$ cat src/rtl/core/ctw_pkg.sv
package ctw_pkg;

	// field widths fixed by the port list
	localparam int CELL_W    = 16;
	localparam int CHAR_W    = 8;
	localparam int COLOR_W   = 4;
	localparam int CUR_COL_W = 7;
	localparam int CUR_ROW_W = 5;
	localparam int CUR_LIN_W = 11;
	localparam int CFG_IDX_W = 1;
	localparam int CMD_W     = 2;

	// holds row*COLUMNS+col for any 5-bit row and COLUMNS up to 128
	localparam int LIN_W = 14;

	localparam int TAB_STEP = 4;

	localparam logic [CHAR_W-1:0] CHAR_LF  = 8'h0A;
	localparam logic [CHAR_W-1:0] CHAR_CR  = 8'h0D;
	localparam logic [CHAR_W-1:0] CHAR_TAB = 8'h09;

	localparam logic [CFG_IDX_W-1:0] REG_FG = 1'b0;
	localparam logic [CFG_IDX_W-1:0] REG_BG = 1'b1;

	typedef enum logic [CMD_W-1:0] {
		CMD_PUTC  = 2'd0,
		CMD_CLEAR = 2'd1,
		CMD_PUTAT = 2'd2,
		CMD_READ  = 2'd3
	} ctw_cmd_t;

	typedef struct packed {
		logic              start;
		logic              scroll;
		logic [CELL_W-1:0] blank;
	} ctw_sweep_req_t;

	typedef struct packed {
		logic busy;
		logic done;
	} ctw_sweep_sts_t;

endpackage

$ cat src/rtl/core/ctw_sweep.sv
module ctw_sweep #(
	parameter int COLUMNS = 80,
	parameter int ROWS    = 25
) (
	input  logic                                clk,
	input  logic                                arst_n,
	input  ctw_pkg::ctw_sweep_req_t             req,
	output ctw_pkg::ctw_sweep_sts_t             sts,
	output logic                                re,
	output logic [$clog2(ROWS*COLUMNS)-1:0]     raddr,
	input  logic [ctw_pkg::CELL_W-1:0]          rdata,
	output logic                                we,
	output logic [$clog2(ROWS*COLUMNS)-1:0]     waddr,
	output logic [ctw_pkg::CELL_W-1:0]          wdata
);

	import ctw_pkg::*;

	localparam int CELLS  = ROWS * COLUMNS;
	localparam int AW     = $clog2(CELLS);
	localparam int LAST_I = CELLS - 1;
	localparam int FILL_I = CELLS - COLUMNS;

	localparam logic [AW-1:0] COL_A  = COLUMNS[AW-1:0];
	localparam logic [AW-1:0] LAST_A = LAST_I[AW-1:0];
	localparam logic [AW-1:0] FILL_A = FILL_I[AW-1:0];

	typedef enum logic [1:0] {
		SW_IDLE,
		SW_COPY,
		SW_DRAIN,
		SW_FILL
	} sw_state_t;

	sw_state_t       state_q;
	logic [AW-1:0]   addr_q;
	logic            cp_v_s1;
	logic [AW-1:0]   cp_addr_s1;

	// copy: read row r+1, write it to row r in the following cycle
	always_ff @(posedge clk or negedge arst_n) begin
		if (!arst_n) begin
			state_q    <= SW_IDLE;
			addr_q     <= '0;
			cp_v_s1    <= 1'b0;
			cp_addr_s1 <= '0;
		end else begin
			cp_v_s1    <= (state_q == SW_COPY);
			cp_addr_s1 <= addr_q - COL_A;
			unique case (state_q)
				SW_IDLE: begin
					if (req.start) begin
						state_q <= req.scroll ? SW_COPY : SW_FILL;
						addr_q  <= req.scroll ? COL_A : '0;
					end
				end
				SW_COPY: begin
					if (addr_q == LAST_A) begin
						state_q <= SW_DRAIN;
						addr_q  <= FILL_A;
					end else begin
						addr_q <= addr_q + 1'b1;
					end
				end
				SW_DRAIN: begin
					state_q <= SW_FILL;
				end
				SW_FILL: begin
					if (addr_q == LAST_A) begin
						state_q <= SW_IDLE;
					end else begin
						addr_q <= addr_q + 1'b1;
					end
				end
				default: state_q <= SW_IDLE;
			endcase
		end
	end

	assign re    = (state_q == SW_COPY);
	assign raddr = addr_q;
	assign we    = cp_v_s1 || (state_q == SW_FILL);
	assign waddr = cp_v_s1 ? cp_addr_s1 : addr_q;
	assign wdata = cp_v_s1 ? rdata : req.blank;

	assign sts.busy = (state_q != SW_IDLE);
	assign sts.done = (state_q == SW_FILL) && (addr_q == LAST_A);

endmodule

$ cat config.mk
export PLATFORM = sky130hd
export DESIGN_NAME = ctw_sweep
export DESIGN_NICKNAME = d
export VERILOG_FILES = /design/src/rtl/core/ctw_pkg.sv /design/src/rtl/core/ctw_sweep.sv
export SDC_FILE = /design/constraint.sdc
export NUM_CORES = 1
export LEC_CHECK = 0
export ABC_AREA = 0
export BUFFER_PORTS_ARGS = -buffer_cell sky130_fd_sc_hd__buf_2
export CAP_MARGIN = 40
export CORE_MARGIN = 1
export CORE_UTILIZATION = 47
export CTS_CLUSTER_DIAMETER = 200
export DETAILED_ROUTE_END_ITERATION = 7
export GPL_TIMING_DRIVEN = 0
export PLACE_DENSITY = 0.8
export RECOVER_POWER = 25
export SLEW_MARGIN = 20
export SYNTH_ARGS = -nofsm -noshare
export SYNTH_HDL_FRONTEND = slang
export SYNTH_SLANG_ARGS = --single-unit
export TNS_END_PERCENT = 5
$ cat constraint.sdc
create_clock -name clk -period 2.55 [get_ports clk]
set_input_delay 0.6375 -clock clk [delete_from_list [all_inputs] [get_ports clk]]
set_output_delay 0.6375 -clock clk [all_outputs]
set_load 0.1 [all_outputs]
Yosys cells after proc, flatten, opt, wreduce, memory -nomap -nowiden. Index checks and enable logic that the tools add are counted.

ROM bits: 0. Memories kept: 0. Bits in registers: 25. RAM bits: 0. Input bits: 36. Bits in latches: 0.

Div/mod/pow operators: 0. Multiply operators: 0. Add/sub/neg operators: 2. Shift operators: 0. Reduce and logical (&&, ||, !) cells: 7. Bitwise logic cells: 0. Magnitude comparators: 0. Multiplexer cells: 12. Equal/unequal tests: 8.

Operators with widths (number): $mux W11 (4); $pmux W11 S3 (1); $mux W16 (1); $add A11 B1 Y11 const B (1); $eq A11 B11 Y1 const B (1); $sub A11 B7 Y11 const B (1); $mux W2 (4); $pmux W2 S4 (1); $mux W7 (1); $ne A2 B2 Y1 const B (3); $reduce_and A3 Y1 (2); $eq A2 B2 Y1 const B (2); $reduce_bool A3 Y1 (1); $eq A2 B1 Y1 const B (1); $logic_not A2 Y1 (1); $ne A2 B1 Y1 const B (1); $reduce_bool A2 Y1 (1); $logic_and A1 B1 Y1 (1); $logic_or A1 B1 Y1 (1).

Longest topological paths before layout. Gate-level depths: netlist (run 1).

Depth in word-level cells: 3. Gate-level depth with buffers: 7. Depth with buffers taken out: 6.

Worst setup path before layout (run 1). Ideal clock, no wire load.

Path type: reg2out. Start: register addr_q[5] (netlist: raddr[5]). End: output waddr[5]. Arrival: 3.414 ns. Slack: -1.501 ns. Data required time: 1.913 ns. Path buffers: 0. Stages on the path, launching flop included: 3. Cell sequence: dfrtp_1 -> inv_1 -> o21ai_0.

Word-level cells in the longest chain between the ends: 1.

Ends and longest elaborated chain: start: declaration (line ctw_sweep.sv:36) `logic [AW-1:0] addr_q;`; start signal: assignment (line ctw_sweep.sv:54) `addr_q <= req.scroll ? COL_A : '0;`; start signal: assignment (line ctw_sweep.sv:62) `addr_q <= addr_q + 1'b1;`; start signal: assignment (line ctw_sweep.sv:72) `addr_q <= addr_q + 1'b1;`; $mux W11 (line ctw_sweep.sv:83) `assign waddr = cp_v_s1 ? cp_addr_s1 : addr_q;`; end: declaration (line ctw_sweep.sv:13) `output logic [$clog2(ROWS*COLUMNS)-1:0] waddr,`.

Every way passes these cells.

==> impl_metrics.yaml, run 1 <==
run_status:
  status: "finished, final reports clean"
finish:
  final_area_mm2: 0.00241
  final_layout_size_suffix_gt1_frac: 0.569
  antenna_cells: 0
  final_nets: 313
  multi_input_area_mm2: 0.00107
  area_growth_pct: 39.9
  regArea_um2: 659
  num-fill-cells: 267
synthesis:
  synth_seq_cells: 25
  synth-main-ff-cell: "dfrtp_1"
  synth_cell_types: 46
  yosys_warnings: 0
  synth_seq_area_share: 0.362
  synthesis.area_mm2: 0.00173
  synth_nets: 222
  synth_common_cells: "dfrtp_1 (25), mux2_2 (22), inv_1 (11)"
  synth-async-reset-ratio: 1.00
  postSynthAreaPerCell_um2: 9.76
  synth_top_area_cell: "dfrtp_1"
  synth_cells: 177
  synth_edf_count: 0
  synth_top_area_share: 0.362
  synthTopCellsByArea: "dfrtp_1 (36%), mux2_2 (14%), ha_1 (6.5%), o21ai_0 (2.9%), inv_1 (2.4%)"
  yosysMostFrequentCell: "dfrtp_1"
routing:
  wl_met1_um: 1940
  drc: 0
  drtIter0Drc: 87
  dr.max_layer_used: "met4"
  routed_wirelength_um: 4570
  wl_met3_um: 313
  ant_nets: 0
  first_pass_iters: 4
  routedWlPerCell_um: 14.6
  vias: 1728
  vias_per_cell: 5.52
  met2WireLength_um: 2280
grt:
  grt_overflow: 0
  grt_max_degree: 26
  antenna_found_initial: 0
  grt_pass1_wl_um: 7930
  grt_pass1_vias: 1687
  grtUsageTotal: 0.252
power_and_ir_drop:
  ir_drop_uv: 221
  total_power_uw: 741
  p_per_area_mw_per_mm2: 307
  p_leak_nw: 1.14
setup_path:
  critPathKind: "reg2out"
  cp_data_required_time_ns: 1.91
  crit_arrival_ns: 1.86
  cpPeakStageDelay_ns: 0.55
  r2r_setup_slack_ns: 0.46
  crit_path_end_kind: "output pin"
  crit_fanout: 5
  path_delay_family: "flip-flops"
  cp_cell_sequence: "inv_8, ha_4, nand4_4, nor4_4, buf_6"
  path_buf_inv: 2
  slowest_stage: "dfrtp_4"
  worstSetupStartpointType: "flip-flop"
placed_design:
  detailed_place_hpwl_um: 3420
  post-place-ws_ns: 0.156
  postPlaceCellArea_mm2: 0.00229
  place.gp.congestion: 0.918
  port_buffers: 77
sta:
  period_needed_ns: 2.50
  rsz0062_at_grt: "yes"
  drv_slew: 0
  hold_viol_final: 0
  tightest_slew_ns: 0.606
  tns_ns: 0
  setup_viol: 0
  period_share: 0.981
  fin_skew_ns: 0.00708
  max_freq_mhz: 400
  hold_ws_ns: 0.270
  relSlewSlack: 0.593
  fin_ws_ns: 0.0483
floorplanning:
  rows: 21
  die_h_um: 62.6
  ioPinCount: 78
  die_area_mm2: 0.00392
  coreArea_mm2: 0.00342
  die_w_um: 62.6
  start_util: 0.505
clock_network:
  clk_pin_slew_ns: 0.14
  clock_path_buffers: 2
  hold_buffers: 0
  htreeDepth: 1
  clockRootBuffer: "clkbuf_4"
  cts_tree: "built"
  cts_made_buffers: 3
  clk_latency_ns: 0.34
  cts_sinks: 25
worst_hold_path:
  min_path_type: "in2async"
job:
  maxCapViolCount: 0
## layer usage
layer,global-route usage,vias up
li1,-,837
met3,0.0529,4
met5,0,-
met2,0.421,70
met4,0.0465,0
met1,0.336,817
## timing repair
action                                  4_1_cts  5_1_grt
buffers inserted                              0        9
hold endpoints to repair                      0        0
endpoints found under the setup margin       26        1
pin swaps                                     0        1
gates resized for setup                       6        5
## layout make-up
class                   instances  share of cell area
repair buffers                 86               0.190
inverters                      11              0.0233
multi-input cells             129               0.442
clock buffers                   3             0.00933
well taps                      46              0.0238
plain buffers                  12              0.0347
clock inverters                 1             0.00311
flip-flops and latches         25               0.273
## registers in the layout, indices dropped and copies added, names as in the netlist
signal / cells
raddr: 11
cp_v_s1: 1
cp_addr_s1: 11
state_q: 2
## through the flow
stage / instances / utilization
3_3_place_gp: 300 / 0.671
6_report: 313 / 0.707
2_1_floorplan: 177 / -
4_1_cts: 304 / 0.683
3_5_place_dp: 300 / 0.671
5_1_grt: 313 / 0.707
## cells by family (layout without fill, tap and decap cells)
| logic type | after synthesis | after routing | synth area share |
|---|---|---|---|
| AO/OA/AOI/OAI | 41 | 41 | 0.167 |
| XOR/XNOR | 5 | 5 | 0.0254 |
| adder cells (fa/ha/maj) | 9 | 9 | 0.0652 |
| buffers and inverters | 23 | 113 | 0.0587 |
| flip-flops | 25 | 25 | 0.362 |
| multiplexers | 25 | 25 | 0.161 |
| AND/OR/NAND/NOR | 49 | 49 | 0.161 |
## where the power goes
| group | switching (mW) | internal [mW] | total (mW) | leakage [nW] |
|---|---|---|---|---|
| Combinational | 0.120 | 0.0365 | 0.157 | 0.846 |
| Sequential | 0 | 0.396 | 0.396 | 0.283 |
| Clock | 0.127 | 0.0603 | 0.188 | 0.0139 |
| Total | 0.248 | 0.493 | 0.741 | 1.14 |
## placed cells by master (no fill, tap or decap), drive strengths merged, types with 4 or more instances in the layout
cell     n
buf     92
dfrtp   25
mux2    22
inv     11
nand2   10
o21ai   10
nor2     9
ha       9
clkbuf   9
a31oi    6
a21oi    6
nand4    5
nor4     4
nand3    4
## final timing paths
| kind | start | depth (start not counted) | to |
|---|---|---|---|
| max in group asynchronous | arst_n | 1 | raddr[7] |
| max | raddr[4] | 5 | sts[0] |
| min in group clk | raddr[2] | 0 | cp_addr_s1[2] |
| min reg2reg | raddr[2] | 0 | cp_addr_s1[2] |
| min | arst_n | 1 | raddr[9] |
| max reg2reg | state_q[0] | 7 | raddr[10] |
No activity file was read; power rests on OpenSTA's default activity.
==> run 2, diff against run 1 <==
--- a/config.mk
+++ b/config.mk
@@ -9,11 +9,10 @@
 export BUFFER_PORTS_ARGS = -buffer_cell sky130_fd_sc_hd__buf_2
 export CAP_MARGIN = 40
 export CORE_MARGIN = 1
-export CORE_UTILIZATION = 47
+export CORE_UTILIZATION = 30
 export CTS_CLUSTER_DIAMETER = 200
 export DETAILED_ROUTE_END_ITERATION = 7
 export GPL_TIMING_DRIVEN = 0
-export PLACE_DENSITY = 0.8
 export RECOVER_POWER = 25
 export SLEW_MARGIN = 20
 export SYNTH_ARGS = -nofsm -noshare
==> run 2 against run 1 <==
  * Critical path depth shrank 1
  * Clock skew decreased by 0.0047 ns
  * Sequential share of layout area grew 0.11 points
  * Maximum frequency up 1.5%
  * Combinational power barely moved
  * Setup slack better by 0.036 ns
  * Clock power increased by 29%
  * Routed wire length decreased by 1.0%
  * Non-clock buffer count is 9 lower
  * Sequential power about the same
  * Critical path type unchanged
  * Largest cell class unchanged
  * Largest power group unchanged
==> impl_metrics.yaml, run 2 (synthesized netlist as in run 1, its figures left out) <==
run_status:
  status: "finished, final reports clean"
sta:
  rsz0062_at_grt: "yes"
  fin_skew_ns: 0.00233
  hold_viol_final: 0
  max_freq_mhz: 406
  drv_slew: 0
  relSlewSlack: 0.107
  period_needed_ns: 2.47
  setup_viol: 0
  period_share: 0.967
  tightest_slew_ns: 1.34
  fin_ws_ns: 0.0847
setup_path:
  cp_cell_sequence: "ha_4, nand2_4, nor4_4, buf_6"
  r2r_start: "state_q[1]"
  crit_fanout: 8
  startpoint: "raddr[1]"
  worstSetupStartpointType: "flip-flop"
  r2r_setup_slack_ns: 0.44
  crit_arrival_ns: 1.83
  cp_data_required_time_ns: 1.91
  slowest_stage: "dfrtp_1"
  cpPeakStageDelay_ns: 0.52
  crit_path_end_kind: "output pin"
  critPathKind: "reg2out"
clock_network:
  clk_latency_ns: 0.27
  hold_buffers: 0
  clk_pin_slew_ns: 0.09
  clock_path_buffers: 2
  cts_sinks: 25
  cts_setup_buffers: 0
  cts_tree: "built"
  cts_made_buffers: 3
  cts.repair.resized: 4
  htreeDepth: 1
  clockRootBuffer: "clkbuf_8"
floorplanning:
  die_h_um: 77.9
  die_area_mm2: 0.00606
  start_util: 0.312
  rows: 27
  ioPinCount: 78
  die_w_um: 77.9
  coreArea_mm2: 0.00554
power_and_ir_drop:
  seqPwrFrac: 0.498
  power_switching_uw: 251
  clockPowerShare: 0.306
  p_per_area_mw_per_mm2: 333
  internal_power_uw: 544
  ir_drop_uv: 159
  combPwrFrac: 0.196
  switching_share: 0.315
  p_leak_nw: 1.10
grt:
  grt_util_met3: 0.0271
  antenna_found_initial: 0
  grtUsageMet2: 0.259
  grt_max_degree: 26
  grtUsageTotal: 0.155
  grt_overflow: 0
  grt_pass1_vias: 1513
  busiest_layer: "met2"
  met1_usage: 0.202
  grt_pass1_wl_um: 7400
finish:
  final_layout_size_suffix_gt1_frac: 0.535
  regArea_um2: 654
  num-fill-cells: 562
  layout_common_cells: "buf_2 (71), mux2_2 (22), dfrtp_1 (16)"
  final_area_mm2: 0.00239
  antenna_cells: 0
  area_growth_pct: 38.3
  multi_input_area_mm2: 0.00107
  final_common_cell: "buf_2"
  final_nets: 304
placed_design:
  detailed_place_hpwl_um: 3410
  place.gp.congestion: 0.856
  port_buffers: 77
  postPlaceCellArea_mm2: 0.00233
  post-place-ws_ns: 0.185
routing:
  routed_wirelength_um: 4520
  drtIter0Drc: 116
  vias: 1615
  vias_per_cell: 4.89
  ant_nets: 0
  drc: 0
  routedWlPerCell_um: 13.7
  first_pass_iters: 4
worst_hold_path:
  hold_start: "raddr[2]"
  min_path_type: "reg2reg"
job:
  maxCapViolCount: 0
run 2: cell count changes in the layout (fill, tap and decap cells not counted), sizes merged:
cell	delta
clkbuf	+7
clkinvlp	-1
buf	-15
run 2: worst max-delay path: cells and delay by family (launching register included):
family	cells	cell delay [ns]
buf+inv	1	0.28
flops	1	0.52
simple gates	2	0.51
fa+ha+maj	1	0.23
run 2: final cells by class:
| type | count | area share |
|---|---|---|
| Clock buffer | 4 | 0.0189 |
| Multi-Input combinational cell | 129 | 0.448 |
| Timing Repair Buffer | 77 | 0.169 |
| Sequential cell | 25 | 0.274 |
| Inverter | 11 | 0.0194 |
| Buffer | 12 | 0.0335 |
| Tap cell | 72 | 0.0377 |
run 2: per-stage QoR:
stage / util / total power, mW / setup TNS [ns] / std cells / hold WS (ns)
floorplan: - / 0.517 / -0.193 / 177 / 0.342
global placement: 0.420 / 0.560 / 0 / 326 / 0.425
detailed placement: 0.420 / 0.562 / 0 / 326 / 0.428
CTS: 0.429 / 0.803 / 0 / 330 / 0.371
global route: 0.431 / 0.820 / -1.09 / 330 / 0.461
finish: 0.431 / 0.795 / 0 / 330 / 0.446
run 2: path summary, 6_finish.rpt:
check | end | cells after the start
worst max-delay path | sts[0] | 4
worst min-delay path | cp_addr_s1[2] | 0
worst max register to register | raddr[6] | 7
worst min register to register | cp_addr_s1[2] | 0
max in group asynchronous | raddr[7] | 1
min in group asynchronous | raddr[4] | 1
run 2: routing by layer:
metal  vias up  share of wire
met4         0          0.011
met5         -              0
met1       741           0.46
met3         5          0.048
li1        818              -
met2        51           0.48
run 2: power by group through the flow:
| stage | Clock, mW | Combinational [mW] | Sequential, mW |
|---|---|---|---|
| 4_1_cts | 0.249 | 0.158 | 0.396 |
| 6_report | 0.243 | 0.156 | 0.396 |
| 3_3_place_gp | 0 | 0.156 | 0.404 |
| 3_5_place_dp | 0 | 0.158 | 0.404 |
| 2_1_floorplan | 0 | 0.113 | 0.404 |
| 5_1_grt | 0.262 | 0.163 | 0.396 |
==> run 3, diff against run 2 <==
--- a/config.mk
+++ b/config.mk
@@ -13,6 +13,7 @@
 export CTS_CLUSTER_DIAMETER = 200
 export DETAILED_ROUTE_END_ITERATION = 7
 export GPL_TIMING_DRIVEN = 0
+export PLACE_DENSITY_LB_ADDON = 0.12
 export RECOVER_POWER = 25
 export SLEW_MARGIN = 20
 export SYNTH_ARGS = -nofsm -noshare
==> run 3 against run 2 <==
  * Global-route usage is 0.38 points higher
  * Clock power is 2% higher
  * Clock skew rose by 0.0093 ns
  * Sequential power hardly changed
  * Critical path type unchanged
  * Non-clock buffer count stayed put
  * First-iteration DRC count decreased by 46%
  * Largest power group unchanged
  * Register-to-register slack got worse by 0.03 ns
  * Hold slack improved by 0.0076 ns
  * Final cell count stayed put
  * Combinational power is essentially flat
==> impl_metrics.yaml, run 3 (synthesized netlist as in run 1, its figures left out) <==
setup_path:
  crit_fanout: 10
  cp_cell_sequence: "clkbuf_2, clkbuf_1, mux2_2, buf_2"
  slowest_stage: "clkbuf_1"
  path_buf_inv: 3
  r2r-end: "raddr[10]"
  worstSetupStartpointType: "flip-flop"
  crit_path_end_kind: "output pin"
  crit_arrival_ns: 1.90
  r2r_setup_slack_ns: 0.41
  cp_data_required_time_ns: 1.91
  path_delay_family: "buffers and inverters"
  rr_worst_depth: 7
  r2r_start: "state_q[0]"
  cpPeakStageDelay_ns: 0.42
  critPathKind: "reg2out"
grt:
  grt_overflow: 0
  grt_pass1_vias: 1529
  grtUsageTotal: 0.159
  antenna_found_initial: 0
  grt_pass1_wl_um: 7620
  grt_max_degree: 26
floorplanning:
  die_h_um: 77.9
  rows: 27
  start_util: 0.312
  die_area_mm2: 0.00606
  ioPinCount: 78
  coreArea_mm2: 0.00554
  die_w_um: 77.9
power_and_ir_drop:
  p_leak_nw: 1.10
  p_per_area_mw_per_mm2: 336
  ir_drop_uv: 206
routing:
  routed_wirelength_um: 4830
  vias: 1638
  drtIter0Drc: 63
  vias_per_cell: 4.96
  ant_nets: 0
  drc: 0
  routedWlPerCell_um: 14.6
  first_pass_iters: 4
worst_hold_path:
  hold_start: "raddr[2]"
  holdPathEnd: "cp_addr_s1[2]"
  min_delay_path_depth: 0
  min_path_type: "reg2reg"
sta:
  hold_viol_final: 0
  setup_viol: 0
  period_needed_ns: 2.54
  rsz0062_at_grt: "yes"
  tightest_slew_ns: 1.36
  drv_slew: 0
  max_freq_mhz: 394
  fin_skew_ns: 0.0116
  period_share: 0.995
  relSlewSlack: 0.0915
clock_network:
  cts_made_buffers: 3
  cts.repair.resized: 3
  clk_pin_slew_ns: 0.10
  cts_sinks: 25
  cts_tree: "built"
  clockRootBuffer: "clkbuf_8"
  htreeDepth: 1
  clock_path_buffers: 2
  clk_latency_ns: 0.28
  hold_buffers: 0
  cts_setup_buffers: 0
job:
  maxCapViolCount: 0
placed_design:
  port_buffers: 77
  detailed_place_hpwl_um: 3580
  place_inst: 326
  place.gp.congestion: 0.800
  postPlaceCellArea_mm2: 0.00233
run_status:
  status: "finished, final reports clean"
finish:
  final_common_cell: "buf_2"
  multi_input_area_mm2: 0.00107
  regArea_um2: 659
  layout_common_cells: "buf_2 (76), mux2_2 (22), dfrtp_1 (14)"
  post-route-util: 0.430
  final_nets: 304
  final_layout_size_suffix_gt1_frac: 0.543
  antenna_cells: 0
  area_growth_pct: 37.8
  final_area_mm2: 0.00238
  num-fill-cells: 574
  layout.cells.non_filler: 330
-- run 3: power breakdown --
part / internal (mW) / total [mW] / switching (mW)
registers: 0.396 / 0.396 / 0
clock network: 0.112 / 0.247 / 0.135
logic: 0.0362 / 0.156 / 0.120
-- run 3: cell type report --
| type | count | area share |
|---|---|---|
| multi-input combinational | 129 | 0.449 |
| timing repair buffer | 77 | 0.164 |
| sequential | 25 | 0.277 |
| tap | 72 | 0.0379 |
| clock buffer | 4 | 0.0189 |
| inverter | 11 | 0.0195 |
| buffer | 12 | 0.0336 |
-- run 3: layer usage --
metal  share of wire  up-vias  global-route usage
met2            0.45       52               0.246
met1            0.50      769               0.231
met5               0        -                   0
met3           0.045        4              0.0188
li1                -      813                   -
met4          0.0095        0              0.0396
-- run 3: per-stage QoR --
stage | hold WS (ns) | TNS (ns) | total power [mW] | setup slack [ns]
after detailed placement | 0.434 | 0 | 0.562 | 0.149
after floorplan | 0.342 | -0.193 | 0.517 | -0.193
after global placement | 0.425 | 0 | 0.561 | 0.150
final | 0.453 | 0 | 0.799 | 0.0132
after global routing | 0.468 | -1.02 | 0.824 | -0.108
after CTS | 0.376 | -0.200 | 0.803 | -0.0242
-- run 3: worst max path at each step --
stage                     startpoint         to  slack [ns]  cells after the start
after floorplan             raddr[1]     sts[0]       -0.19                      3
after global placement       cp_v_s1  wdata[10]        0.15                      4
after detailed placement     cp_v_s1  wdata[10]        0.15                      4
after CTS                    cp_v_s1   waddr[6]       -0.02                      5
after global routing         cp_v_s1   wdata[0]       -0.11                      4
final                        cp_v_s1   wdata[4]        0.01                      4
